[config.mk]
export PLATFORM = sky130hd
export DESIGN_NAME = speech_chip_phoneme_timer
export DESIGN_NICKNAME = d
export VERILOG_FILES = /design/src/hw/rtl/scpt_pkg.sv /design/src/hw/rtl/speech_chip_phoneme_timer.sv
export SDC_FILE = /design/constraint.sdc
export NUM_CORES = 1
export LEC_CHECK = 0
export BUFFER_PORTS_ARGS = -buffer_cell sky130_fd_sc_hd__buf_2
export CORE_MARGIN = 1.5
export CORE_UTILIZATION = 45
export DETAILED_ROUTE_END_ITERATION = 16
export GPL_TIMING_DRIVEN = 0
export PLACE_DENSITY_LB_ADDON = 0.2
export SKIP_LAST_GASP = 1
export SYNTH_ARGS = -nofsm -noshare
export SYNTH_HDL_FRONTEND = slang
export SYNTH_SLANG_ARGS = --single-unit
[constraint.sdc]
create_clock -name clk -period 9 [get_ports clk]
set_clock_uncertainty 0.05 [all_clocks]
set_input_delay 0.45 -clock clk [delete_from_list [all_inputs] [get_ports clk]]
set_output_delay 0.45 -clock clk [all_outputs]
set_load 0.05 [all_outputs]
[src/hw/rtl/scpt_pkg.sv]
`default_nettype none

package scpt_pkg;

  localparam logic [1:0] ACT_READ    = 2'd0;
  localparam logic [1:0] ACT_WRITE   = 2'd1;
  localparam logic [1:0] ACT_ADVANCE = 2'd2;

  localparam logic [2:0] REG_DURATION_PHONEME  = 3'd0;
  localparam logic [2:0] REG_INFLECTION        = 3'd1;
  localparam logic [2:0] REG_RATE_INFLECTION   = 3'd2;
  localparam logic [2:0] REG_CONTROL_AMPLITUDE = 3'd3;
  localparam logic [2:0] REG_FILTER_FREQUENCY  = 3'd4;

  localparam int          COUNT_W     = 18;
  localparam int          MS_PER_S    = 1000;
  localparam int          CTL_BIT     = 7;
  localparam logic [7:0]  STATUS_REQ  = 8'h80;
  localparam logic [7:0]  CONTROL_RST = 8'h80;

  typedef logic [COUNT_W-1:0] count_t;

  // Base phoneme length in milliseconds for each rate code, (16 - rate) * 4096 / 1023.
  localparam logic [6:0] BASE_MS [16] = '{
    7'd64, 7'd60, 7'd56, 7'd52, 7'd48, 7'd44, 7'd40, 7'd36,
    7'd32, 7'd28, 7'd24, 7'd20, 7'd16, 7'd12, 7'd8,  7'd4
  };

endpackage

`default_nettype wire

[src/hw/rtl/speech_chip_phoneme_timer.sv]
`default_nettype none

// Register and phoneme timing block of a speech synthesizer. Each command transfer is a
// status read, a register write or an advance of elapsed clock cycles, and each one yields
// exactly one response transfer via the response register. A command is taken in every
// cycle as long as the response register is empty or its response is being taken in that
// cycle, so the sustained rate is one command per cycle; the whole update is one table
// lookup and an 18-bit compare and subtract between the state and response registers.
// Phoneme durations come from a 64-entry table built at elaboration from CLOCK_HZ.
module speech_chip_phoneme_timer #(
  parameter int CLOCK_HZ = 1022727
) (
  input  wire logic       clk,
  input  wire logic       rst,
  input  wire logic       cmd_valid,
  output logic            cmd_stall,
  input  wire logic [1:0] action,
  input  wire logic [2:0] reg_index,
  input  wire logic [7:0] write_data,
  input  wire logic [15:0] tick_cycles,
  output logic            rsp_valid,
  input  wire logic       rsp_stall,
  output logic [7:0]      read_data,
  output logic            request_cleared,
  output logic            request_raised
);
  import scpt_pkg::*;

  typedef count_t cyc_table_t [64];

  function automatic cyc_table_t build_table();
    cyc_table_t tbl;
    longint     ms;
    longint     cyc;
    for (int r = 0; r < 16; r++) begin
      for (int m = 0; m < 4; m++) begin
        ms  = longint'(BASE_MS[r]) * longint'(4 - m);
        cyc = (ms * longint'(CLOCK_HZ)) / MS_PER_S;
        if (cyc > longint'({COUNT_W{1'b1}})) begin
          cyc = longint'({COUNT_W{1'b1}});
        end
        tbl[r*4+m] = cyc[COUNT_W-1:0];
      end
    end
    return tbl;
  endfunction

  localparam cyc_table_t CYC_TABLE = build_table();

  logic [7:0] duration_phoneme, duration_phoneme_next;
  logic [7:0] inflection, inflection_next;
  logic [7:0] rate_inflection, rate_inflection_next;
  logic [7:0] control_amplitude, control_amplitude_next;
  logic [7:0] filter_frequency, filter_frequency_next;
  count_t     remaining_cycles, remaining_cycles_next;
  logic       request_flag, request_flag_next;

  logic [7:0] rd_next;
  logic       cleared_next;
  logic       raised_next;
  logic       accept;
  logic       powered_down;
  count_t     ticks_ext;

  assign cmd_stall    = rsp_valid && rsp_stall;
  assign accept       = cmd_valid && !cmd_stall;
  assign powered_down = control_amplitude[CTL_BIT];
  assign ticks_ext    = COUNT_W'(tick_cycles);

  always_comb begin
    duration_phoneme_next  = duration_phoneme;
    inflection_next        = inflection;
    rate_inflection_next   = rate_inflection;
    control_amplitude_next = control_amplitude;
    filter_frequency_next  = filter_frequency;
    remaining_cycles_next  = remaining_cycles;
    request_flag_next      = request_flag;
    rd_next                = 8'h00;
    cleared_next           = 1'b0;
    raised_next            = 1'b0;
    case (action)
      ACT_READ: begin
        rd_next = request_flag ? STATUS_REQ : 8'h00;
      end
      ACT_WRITE: begin
        if (reg_index inside {REG_DURATION_PHONEME, REG_INFLECTION,
                              REG_RATE_INFLECTION}) begin
          cleared_next      = request_flag;
          request_flag_next = 1'b0;
        end
        case (reg_index)
          REG_DURATION_PHONEME: begin
            duration_phoneme_next = write_data;
            if (!powered_down) begin
              remaining_cycles_next = CYC_TABLE[{rate_inflection[7:4], write_data[7:6]}];
            end
          end
          REG_INFLECTION: begin
            inflection_next = write_data;
          end
          REG_RATE_INFLECTION: begin
            rate_inflection_next = write_data;
          end
          REG_CONTROL_AMPLITUDE: begin
            control_amplitude_next = write_data;
            if (powered_down && !write_data[CTL_BIT]) begin
              remaining_cycles_next =
                CYC_TABLE[{rate_inflection[7:4], duration_phoneme[7:6]}];
            end
            if (!powered_down && write_data[CTL_BIT]) begin
              cleared_next          = request_flag;
              request_flag_next     = 1'b0;
              remaining_cycles_next = '0;
            end
          end
          REG_FILTER_FREQUENCY: begin
            filter_frequency_next = write_data;
          end
          default: begin
          end
        endcase
      end
      ACT_ADVANCE: begin
        if (tick_cycles != 16'd0 && remaining_cycles != '0 && !powered_down) begin
          if (remaining_cycles > ticks_ext) begin
            remaining_cycles_next = remaining_cycles - ticks_ext;
          end else begin
            remaining_cycles_next = '0;
            if (duration_phoneme[7:6] != 2'd0 && !request_flag) begin
              request_flag_next = 1'b1;
              raised_next       = 1'b1;
            end
          end
        end
      end
      default: begin
      end
    endcase
  end

  always_ff @(posedge clk) begin
    if (rst) begin
      duration_phoneme  <= 8'h00;
      inflection        <= 8'h00;
      rate_inflection   <= 8'h00;
      control_amplitude <= CONTROL_RST;
      filter_frequency  <= 8'h00;
      remaining_cycles  <= '0;
      request_flag      <= 1'b0;
      rsp_valid         <= 1'b0;
    end else begin
      if (accept) begin
        duration_phoneme  <= duration_phoneme_next;
        inflection        <= inflection_next;
        rate_inflection   <= rate_inflection_next;
        control_amplitude <= control_amplitude_next;
        filter_frequency  <= filter_frequency_next;
        remaining_cycles  <= remaining_cycles_next;
        request_flag      <= request_flag_next;
        rsp_valid         <= 1'b1;
      end else if (!rsp_stall) begin
        rsp_valid <= 1'b0;
      end
    end
  end

  always_ff @(posedge clk) begin
    if (accept) begin
      read_data       <= rd_next;
      request_cleared <= cleared_next;
      request_raised  <= raised_next;
    end
  end

endmodule

`default_nettype wire

# Word-level counts from Yosys, hierarchy flattened
# Memories as Yosys holds them, arrays and structs flattened.
# Cells that the tools add are included.
# op_classes
eq_ne	12
add_sub_neg	1
n_bitwise	4
reduce_logical	24
mux	25
div_mod_pow	0
magnitude_cmp	3
n_mul	0
shifts	0
# op_table
op	n
$mux W18	9
$pmux W18 S2	2
$gt A18 B16 Y1	1
$reduce_bool A18 Y1	1
$sub A18 B16 Y18	1
$reduce_bool A16 Y1	1
$ge A7 B7 Y1 const B	2
$not A6 Y7	2
$mux W1	12
$reduce_and A3 Y1	3
$mux W8	1
$logic_and A1 B1 Y1	7
$eq A3 B2 Y1 const B	2
$ne A2 B2 Y1 const B	3
$ne A3 B3 Y1 const B	2
$reduce_and A6 Y1	1
$reduce_and A5 Y1	1
$logic_not A1 Y1	4
$ne A4 B4 Y1 const B	1
$reduce_bool A2 Y1	2
$eq A3 B1 Y1 const B	1
$logic_not A3 Y1	1
$reduce_bool A3 Y1	1
$reduce_or A3 Y1	1
other kinds (6)	7
# word_totals
output_inout_bits	12
latchBits	0
in_bits	33
romBits	2304
regBits	54
ram_bits	0
elab_cells	80
memories	2
# mem_list
memory	depth	word_bits	rd	rd_clocked_by_memory_dff	wr	line	rtl
(name not given)	64	18	1	0	0	speech_chip_phoneme_timer.sv:108	CYC_TABLE[{rate_inflection[7:4], duration_phoneme[7:6]}];
(name not given)	64	18	1	0	0	speech_chip_phoneme_timer.sv:95	remaining_cycles_next = CYC_TABLE[{rate_inflection[7:4], write_data[7:6]}];

# Longest topological paths before layout
# Gate-level depths: netlist (run 1).
# depth
ltp_word	8
mapped_depth	12
ltp_nobuf	11

# Worst setup path after synthesis (run 1)
# Ideal clock, no wire load.
# synth_timing
kind	reg-to-reg
from	register rate_inflection[4]
to	register remaining_cycles[4]
period_less_slack_ps	2890
path_slack_ps	6110
path_buffers	2
t_arrival_ps	2760
setup_time_ps	79
path_stages_with_launch	10
required_ps	8871
cell_sequence	dfxtp_1 buf_2 inv_2 clkbuf_1 ha_1 mux4_2 or3_1 a31oi_1 a21oi_2 a211oi_2
# synth_via
elab_chain_len	8
elab_cells_between_ends	13
cone_classes	mux (9); bitwise (2); memory (2)
# synth_lines
element	line	rtl
from (decl)	speech_chip_phoneme_timer.sv:52	logic [7:0] rate_inflection, rate_inflection_next;
from (signal assigned)	speech_chip_phoneme_timer.sv:155	rate_inflection <= rate_inflection_next;
$not A6 Y7 (implied by the code)	speech_chip_phoneme_timer.sv:108	
$mem_v2 Z64 W18	n/a	
$mux W18 (implied by the code) (2 in a row)	speech_chip_phoneme_timer.sv:108	
$mux W18	speech_chip_phoneme_timer.sv:106	if (powered_down && !write_data[CTL_BIT]) begin
$mux W18	speech_chip_phoneme_timer.sv:110	if (!powered_down && write_data[CTL_BIT]) begin
$pmux W18 S2 *	speech_chip_phoneme_timer.sv:91	case (reg_index)
$pmux W18 S2 *	speech_chip_phoneme_timer.sv:81	case (action)
to (signal assigned)	speech_chip_phoneme_timer.sv:158	remaining_cycles <= remaining_cycles_next;
to (decl)	speech_chip_phoneme_timer.sv:55	count_t remaining_cycles, remaining_cycles_next;
# Mark *: on every way between the ends. The rest lies on a longest branch, timed or not. The select of a mux whose other input is x is not followed.
# A chain may end at the register's enable or synchronous reset.

# Worst setup path in the final report (run 1)
# Ends and elaborated chain as after synthesis.

==> results.cfg, run 1 <==
[die]
die_y_um = 106
ioPinCount = 45
start_util = 0.464
die_area_um2 = 11300
die_x_um = 106
core_um2 = 10300
rows = 37

[pwr]
powerDensity_nw_per_um2 = 72.1
power.leakage_nw = 2.08
vdd_drop_max_uv = 48.8
p_total_w = 0.000378

[placed_design]
dp_hpwl_um = 14300
io_buffers = 32
dpl_cell_area_um2 = 5140
gp_congestion = 1.05

[timing]
setup_viol = 0
worst_slew_margin_rel = 0.176
max_slew.worst_pin.slew_ns = 1.24
rsz0062_at_grt = no
min_period_ns = 3.86
hold_slack_ns = 0.330
tns_ns = 0
drv_slew = 0
timing.final.crit_share = 0.429
hold_viol = 0
fmax_ghz = 0.259

[logic_synthesis]
yosysUniqueCellTypes = 77
seq_area_frac_synth = 0.132
synth-seq-cells = 30
synth.cell_area_um2 = 4790
postSynthAreaPerCell_um2 = 7.22
async_reset_ff_frac = 0
ys_warn_count = 0
ys.flop_type = dfxtp_1
postSynthCellCount = 663
synth-edff-count = 3

[status]
status = completed

[cts]
htreeDepth = 2
clk_latency_ns = 0.29
cts.sink_count = 30
cts_resized = 0
cts_tree = yes
cts_inserted_buffers = 5
post-cts-setup-buffer-count = 0
path_clk_slew_ns = 0.07
hold_buffers = 0
root_buffer = clkbuf_8
clockBufferDepth = 2

[setup_path]
crit_required_ns = 9.16
cp.arrival_ns = 4.02
start_kind = flip-flop
cp-end-kind = flip-flop
path_max_fanout = 23
crit_type = reg -> reg

[global_routing]
grt_util_all_layers = 0.339
grt_pass1_vias = 5202
grt_pass1_wl_um = 29600
grt-ovfl-total = 0
antenna_found_initial = 0
grt_max_degree = 24

[layout]
antennaDiodeCount = 0
layout.nets = 790
syn2layout_area_growth_pct = 9.36
finalInstanceArea_um2 = 5240
final_layout_size_suffix_gt1_frac = 0.154
fillCellCount = 1041

[drt]
drc_errors = 0
first_pass_iters = 8
wl_per_cell_um = 22.3
viasPerCell = 6.60
ant_nets = 0
drtIter0Drc = 737
via_count = 5574
routed_wl_um = 18900

[flow_run]
maxCapViolCount = 0

[min_path]
hp-class = in -> reg
[power by group]
part | switching, W | internal (W) | total [W] | leakage [nW]
combinational | 0.0000793 | 0.0000425 | 0.000122 | 1.78
clock | 0.0000566 | 0.0000614 | 0.000118 | 0.0472
sequential | 0.00000134 | 0.000136 | 0.000138 | 0.248
total | 0.000137 | 0.000240 | 0.000378 | 2.08
[placed cells by master, fill, tap and decap left out, types with 4 or more instances in the layout]
master	synthesis	routed
nand4_1	5	5
o311ai_1	4	4
nand3b_1	4	4
a21oi_1	51	51
nor4_1	13	13
conb_1	1	7
nor3b_1	4	4
nor3_1	21	21
dfxtp_1	27	27
inv_1	34	34
nand2b_1	11	11
nand3_1	7	7
clkbuf_8	0	6
mux4_2	5	5
and3_1	7	7
buf_2	24	56
o221ai_1	10	10
or2_2	4	4
ha_1	48	48
clkbuf_1	19	19
o21ai_0	39	39
a31oi_1	12	12
a21oi_2	4	4
nor2b_1	13	13
o21ai_1	8	8
buf_4	14	14
a311oi_1	4	4
nor2_1	65	65
o22ai_1	11	11
a211oi_1	21	21
o211ai_1	15	15
nand2_1	57	57
a211oi_2	4	4
a221oi_1	7	7
xor2_1	7	7
mux2i_1	18	18
[worst max-delay path, stage by stage (launching register included)]
cell and delay [ns]:
dfxtp_1 0.52, buf_2 0.27, inv_2 0.20, clkbuf_1 0.93, ha_1 0.40, mux4_2 0.48
or3_1 0.37, a31oi_1 0.27, a21oi_2 0.06, a211oi_2 0.20
[synthesized netlist by cell type (4+ instances only)]
cell,number,area share
a211oi_1,21,0.033
a211oi_2,4,0.010
a21oi_1,51,0.053
a21oi_2,4,0.0073
a221oi_1,7,0.013
a311oi_1,4,0.0073
a31oi_1,12,0.016
and3_1,7,0.0091
buf_2,24,0.025
buf_4,14,0.022
clkbuf_1,19,0.015
dfxtp_1,27,0.11
ha_1,48,0.13
inv_1,34,0.027
mux2i_1,18,0.038
mux4_2,5,0.024
nand2_1,57,0.045
nand2b_1,11,0.014
nand3_1,7,0.0073
nand3b_1,4,0.0063
nand4_1,5,0.0065
nor2_1,65,0.051
nor2b_1,13,0.017
nor3_1,21,0.022
nor3b_1,4,0.0063
nor4_1,13,0.017
o211ai_1,15,0.024
o21ai_0,39,0.041
o21ai_1,8,0.0084
o221ai_1,10,0.018
o22ai_1,11,0.014
o311ai_1,4,0.0073
or2_2,4,0.0052
xor2_1,7,0.013
[worst paths after layout]
path,end,depth (start not counted),startpoint,slack (ns)
min,rsp_valid$_SDFFE_PP0P_,3,cmd_valid,0.33
max,remaining_cycles[4]$_SDFFE_PP0P_,9,rate_inflection[4]$_SDFFE_PP0P_,5.14
min reg2reg,remaining_cycles[14]$_SDFFE_PP0P_,2,remaining_cycles[14]$_SDFFE_PP0P_,0.47
max reg2reg,remaining_cycles[4]$_SDFFE_PP0P_,9,rate_inflection[4]$_SDFFE_PP0P_,5.14
[final cells by class]
class	count	area, um2	share of cell area
timing repair buffer	32	160	0.0306
clock buffer	6	82.6	0.0158
buffer	59	315	0.0602
multi-input combinational	544	3730	0.712
clock inverter	2	12.5	0.00239
tap	136	170	0.0325
inverter	36	135	0.0258
sequential	30	631	0.120
[sequential cells by signal, indices dropped and copies added, names as in the netlist]
signal,count
remaining_cycles,18
rate_inflection,4
duration_phoneme,2
control_amplitude,1
read_data,1
request_cleared,1
request_flag,1
request_raised,1
rsp_valid,1
[cell families (layout without fill, tap and decap cells)]
logic type	count (synthesis)	count (layout)	share of synthesized area
buf+inv	95	135	0.0941
compound gates	229	229	0.331
mux	25	25	0.0659
simple gates	224	224	0.228
flops	30	30	0.132
other cells	1	7	0.000783
xor+xnor	10	10	0.0183
fa+ha+maj	49	49	0.130
[through the flow]
step                worst slack, ns   util  std cells
floorplan                      6.11      -        669
global placement               5.26  0.498        837
detailed placement             5.21  0.498        837
CTS                            5.18  0.507        845
global route                   5.01  0.507        845
finish                         5.14  0.507        845
[per-layer routing]
layer  share of wire  GRT usage  up-vias  wire length (um)
li1                -          -     2545                 -
met3            0.12     0.0717       60              2350
met1            0.43      0.492     2568              8140
met2            0.40      0.478      401              7620
met5               0          0        -                 0
met4           0.041      0.145        0               770
(Power assumes the default switching activity.)
==> inputs of run 2 (changes only) <==
Settings changed: ABC_AREA from default to 1.
Clock period 9 ns to 3.8 ns, I/O delays scaled along.
==> results.cfg, run 2 <==
[timing]
fmax_ghz = 0.373
rsz0062_at_grt = no
min_period_ns = 2.68
timing.final.crit_share = 0.706
hold_viol = 0
setup_viol = 0
tns_ns = 0
worst_slew_margin_rel = 0.526
max_slew.worst_pin.slew_ns = 0.710
drv_slew = 0

[logic_synthesis]
ys.flop_type = dfxtp_1
yosysMostFrequentCell = nand2_1
ys_top_cells_by_count = nand2_1 (320), nor2_1 (126), inv_1 (85)
yosys.area.top_type = nand2_1
async_reset_ff_frac = 0
yosysUniqueCellTypes = 48
synth.area.top_cells = nand2_1 (24%), ha_1 (12%), dfxtp_1 (11%)
synth_top_area_frac = 0.241
synth.cell_area_um2 = 4990
seq_area_frac_synth = 0.126
ys_warn_count = 0
postSynthAreaPerCell_um2 = 5.49
postSynthCellCount = 909
synth-edff-count = 3
synth-seq-cells = 30

[setup_path]
path_cells = inv_1, buf_2, ha_1, inv_1, o21ai_0, inv_1, nand4_1, nand3_1, nand2_1, nand2_1, nand2_1, nor2_1, nor2_1
cp.arrival_ns = 2.83
worst-path-buf-inv = 4
critical-path-top-delay-family = flip-flops
r2r_end = remaining_cycles[3]$_SDFFE_PP0P_
path_max_fanout = 23
crit_required_ns = 3.94
reg2reg_depth = 13
cp-end-kind = flip-flop
crit_type = reg -> reg
crit_start = rate_inflection[4]$_SDFFE_PP0P_
worstReg2RegStart = rate_inflection[4]$_SDFFE_PP0P_
worst_path_largest_cell_delay_ns = 0.77
cpMaxStageDelayCell = dfxtp_1
start_kind = flip-flop
r2r_slack_ns = 1.12

[min_path]
hold_end = rsp_valid$_SDFFE_PP0P_
hp-class = in -> reg
hp-start = rst
holdPathStages = 2

[placed_design]
io_buffers = 33
dp_hpwl_um = 14500
gp_congestion = 0.998

[layout]
multiInputGateArea_um2 = 3790
final_layout_size_suffix_gt1_frac = 0.105
syn2layout_area_growth_pct = 9.10
fillCellCount = 1183
largest_reg_flops = 18
largest_registers = remaining_cycles x18, rate_inflection x4, duration_phoneme x2
regArea_um2 = 631
final_cell_mix = nand2_1 (320), nor2_1 (126), inv_1 (85)
layout_commonest_cell = nand2_1
antennaDiodeCount = 0
regMostFlops = remaining_cycles
layout.nets = 1037

[die]
die_x_um = 108
core_um2 = 10800
start_util = 0.460
die_area_um2 = 11700
die_y_um = 108
rows = 38
ioPinCount = 45

[drt]
via_count = 6139
ant_nets = 0
drtIter0Drc = 707
drc_errors = 0
viasPerCell = 5.60
routed_wl_um = 18700
wl_per_cell_um = 17.0
first_pass_iters = 6

[global_routing]
grt_pass1_wl_um = 29100
grt-ovfl-total = 0
grt_max_degree = 24
grt_util_all_layers = 0.325
antenna_found_initial = 0
grt_pass1_vias = 5299

[pwr]
vdd_drop_max_uv = 203
p_total_w = 0.00104
powerDensity_nw_per_um2 = 192
power.leakage_nw = 2.94

[cts]
root_buffer = clkbuf_8
clockBufferDepth = 2
path_clk_slew_ns = 0.07
hold_buffers = 0
cts.sink_count = 30
cts_inserted_buffers = 5
cts_tree = yes
post-cts-setup-buffer-count = 0
cts_resized = 0
clk_latency_ns = 0.30
htreeDepth = 2

[flow_run]
maxCapViolCount = 0

[status]
status = completed
-- run 2: changes by cell type in the layout (fill, tap and decap cells not counted), sizes merged, moves of 14 or more --
cell | before | now
a211oi | 25 | 0
inv | 36 | 89
mux2i | 18 | 0
nand2 | 58 | 325
nand3 | 7 | 82
nor2 | 65 | 135
nor2b | 14 | 0
nor3 | 21 | 4
-- run 2: worst reg2reg max path: stages (launching register included) --
cell and delay, ns:
dfxtp_1 0.77, inv_1 0.12, buf_2 0.34, ha_1 0.31
inv_1 0.10, o21ai_0 0.16, inv_1 0.09, nand4_1 0.09
nand3_1 0.15, nand2_1 0.12, nand2_1 0.08, nand2_1 0.06
nor2_1 0.09, nor2_1 0.05
-- run 2: logic make-up after synthesis --
logic type / synth area share
flops: 0.126
fa+ha+maj: 0.124
xor+xnor: 0.0140
compound gates: 0.136
other cells: 0.000751
simple gates: 0.479
buf+inv: 0.119
-- run 2: layer usage --
metal / track usage / share of wire
met3: 0.0766 / 0.12
met4: 0.103 / 0.031
met1: 0.484 / 0.46
met5: 0 / 0
met2: 0.453 / 0.39
-- run 2: power by group --
part	total [W]	internal, W	switching (W)
Clock	0.000281	0.000146	0.000135
Combinational	0.000418	0.000136	0.000282
Sequential	0.000345	0.000333	0.0000128
-- run 2: worst max path at each step --
stage,endpoint,cells after the start
2_1_floorplan,remaining_cycles[6]$_SDFFE_PP0P_,9
3_3_place_gp,remaining_cycles[16]$_SDFFE_PP0P_,13
3_5_place_dp,remaining_cycles[16]$_SDFFE_PP0P_,13
4_1_cts,remaining_cycles[16]$_SDFFE_PP0P_,13
5_1_grt,remaining_cycles[4]$_SDFFE_PP0P_,12
6_report,remaining_cycles[3]$_SDFFE_PP0P_,13
-- run 2: area by class of cell --
type,instances,share of cell area
buffer,38,0.0476
clock buffer,7,0.0159
clock inverter,1,0.000919
inverter,89,0.0618
multi-input combinational,758,0.696
sequential,30,0.116
tap,140,0.0322
timing repair buffer,33,0.0303
-- run 2: stage by stage --
step	instance area, um2	worst slack [ns]	hold WS, ns	util	std cells
after floorplan	5010	1.69	0.209	-	915
after global placement	5350	1.19	0.350	0.494	1088
after detailed placement	5350	1.22	0.351	0.494	1088
after CTS	5450	1.21	0.0360	0.502	1096
after global routing	5450	0.990	0.0539	0.502	1096
final	5450	1.12	0.0388	0.502	1096
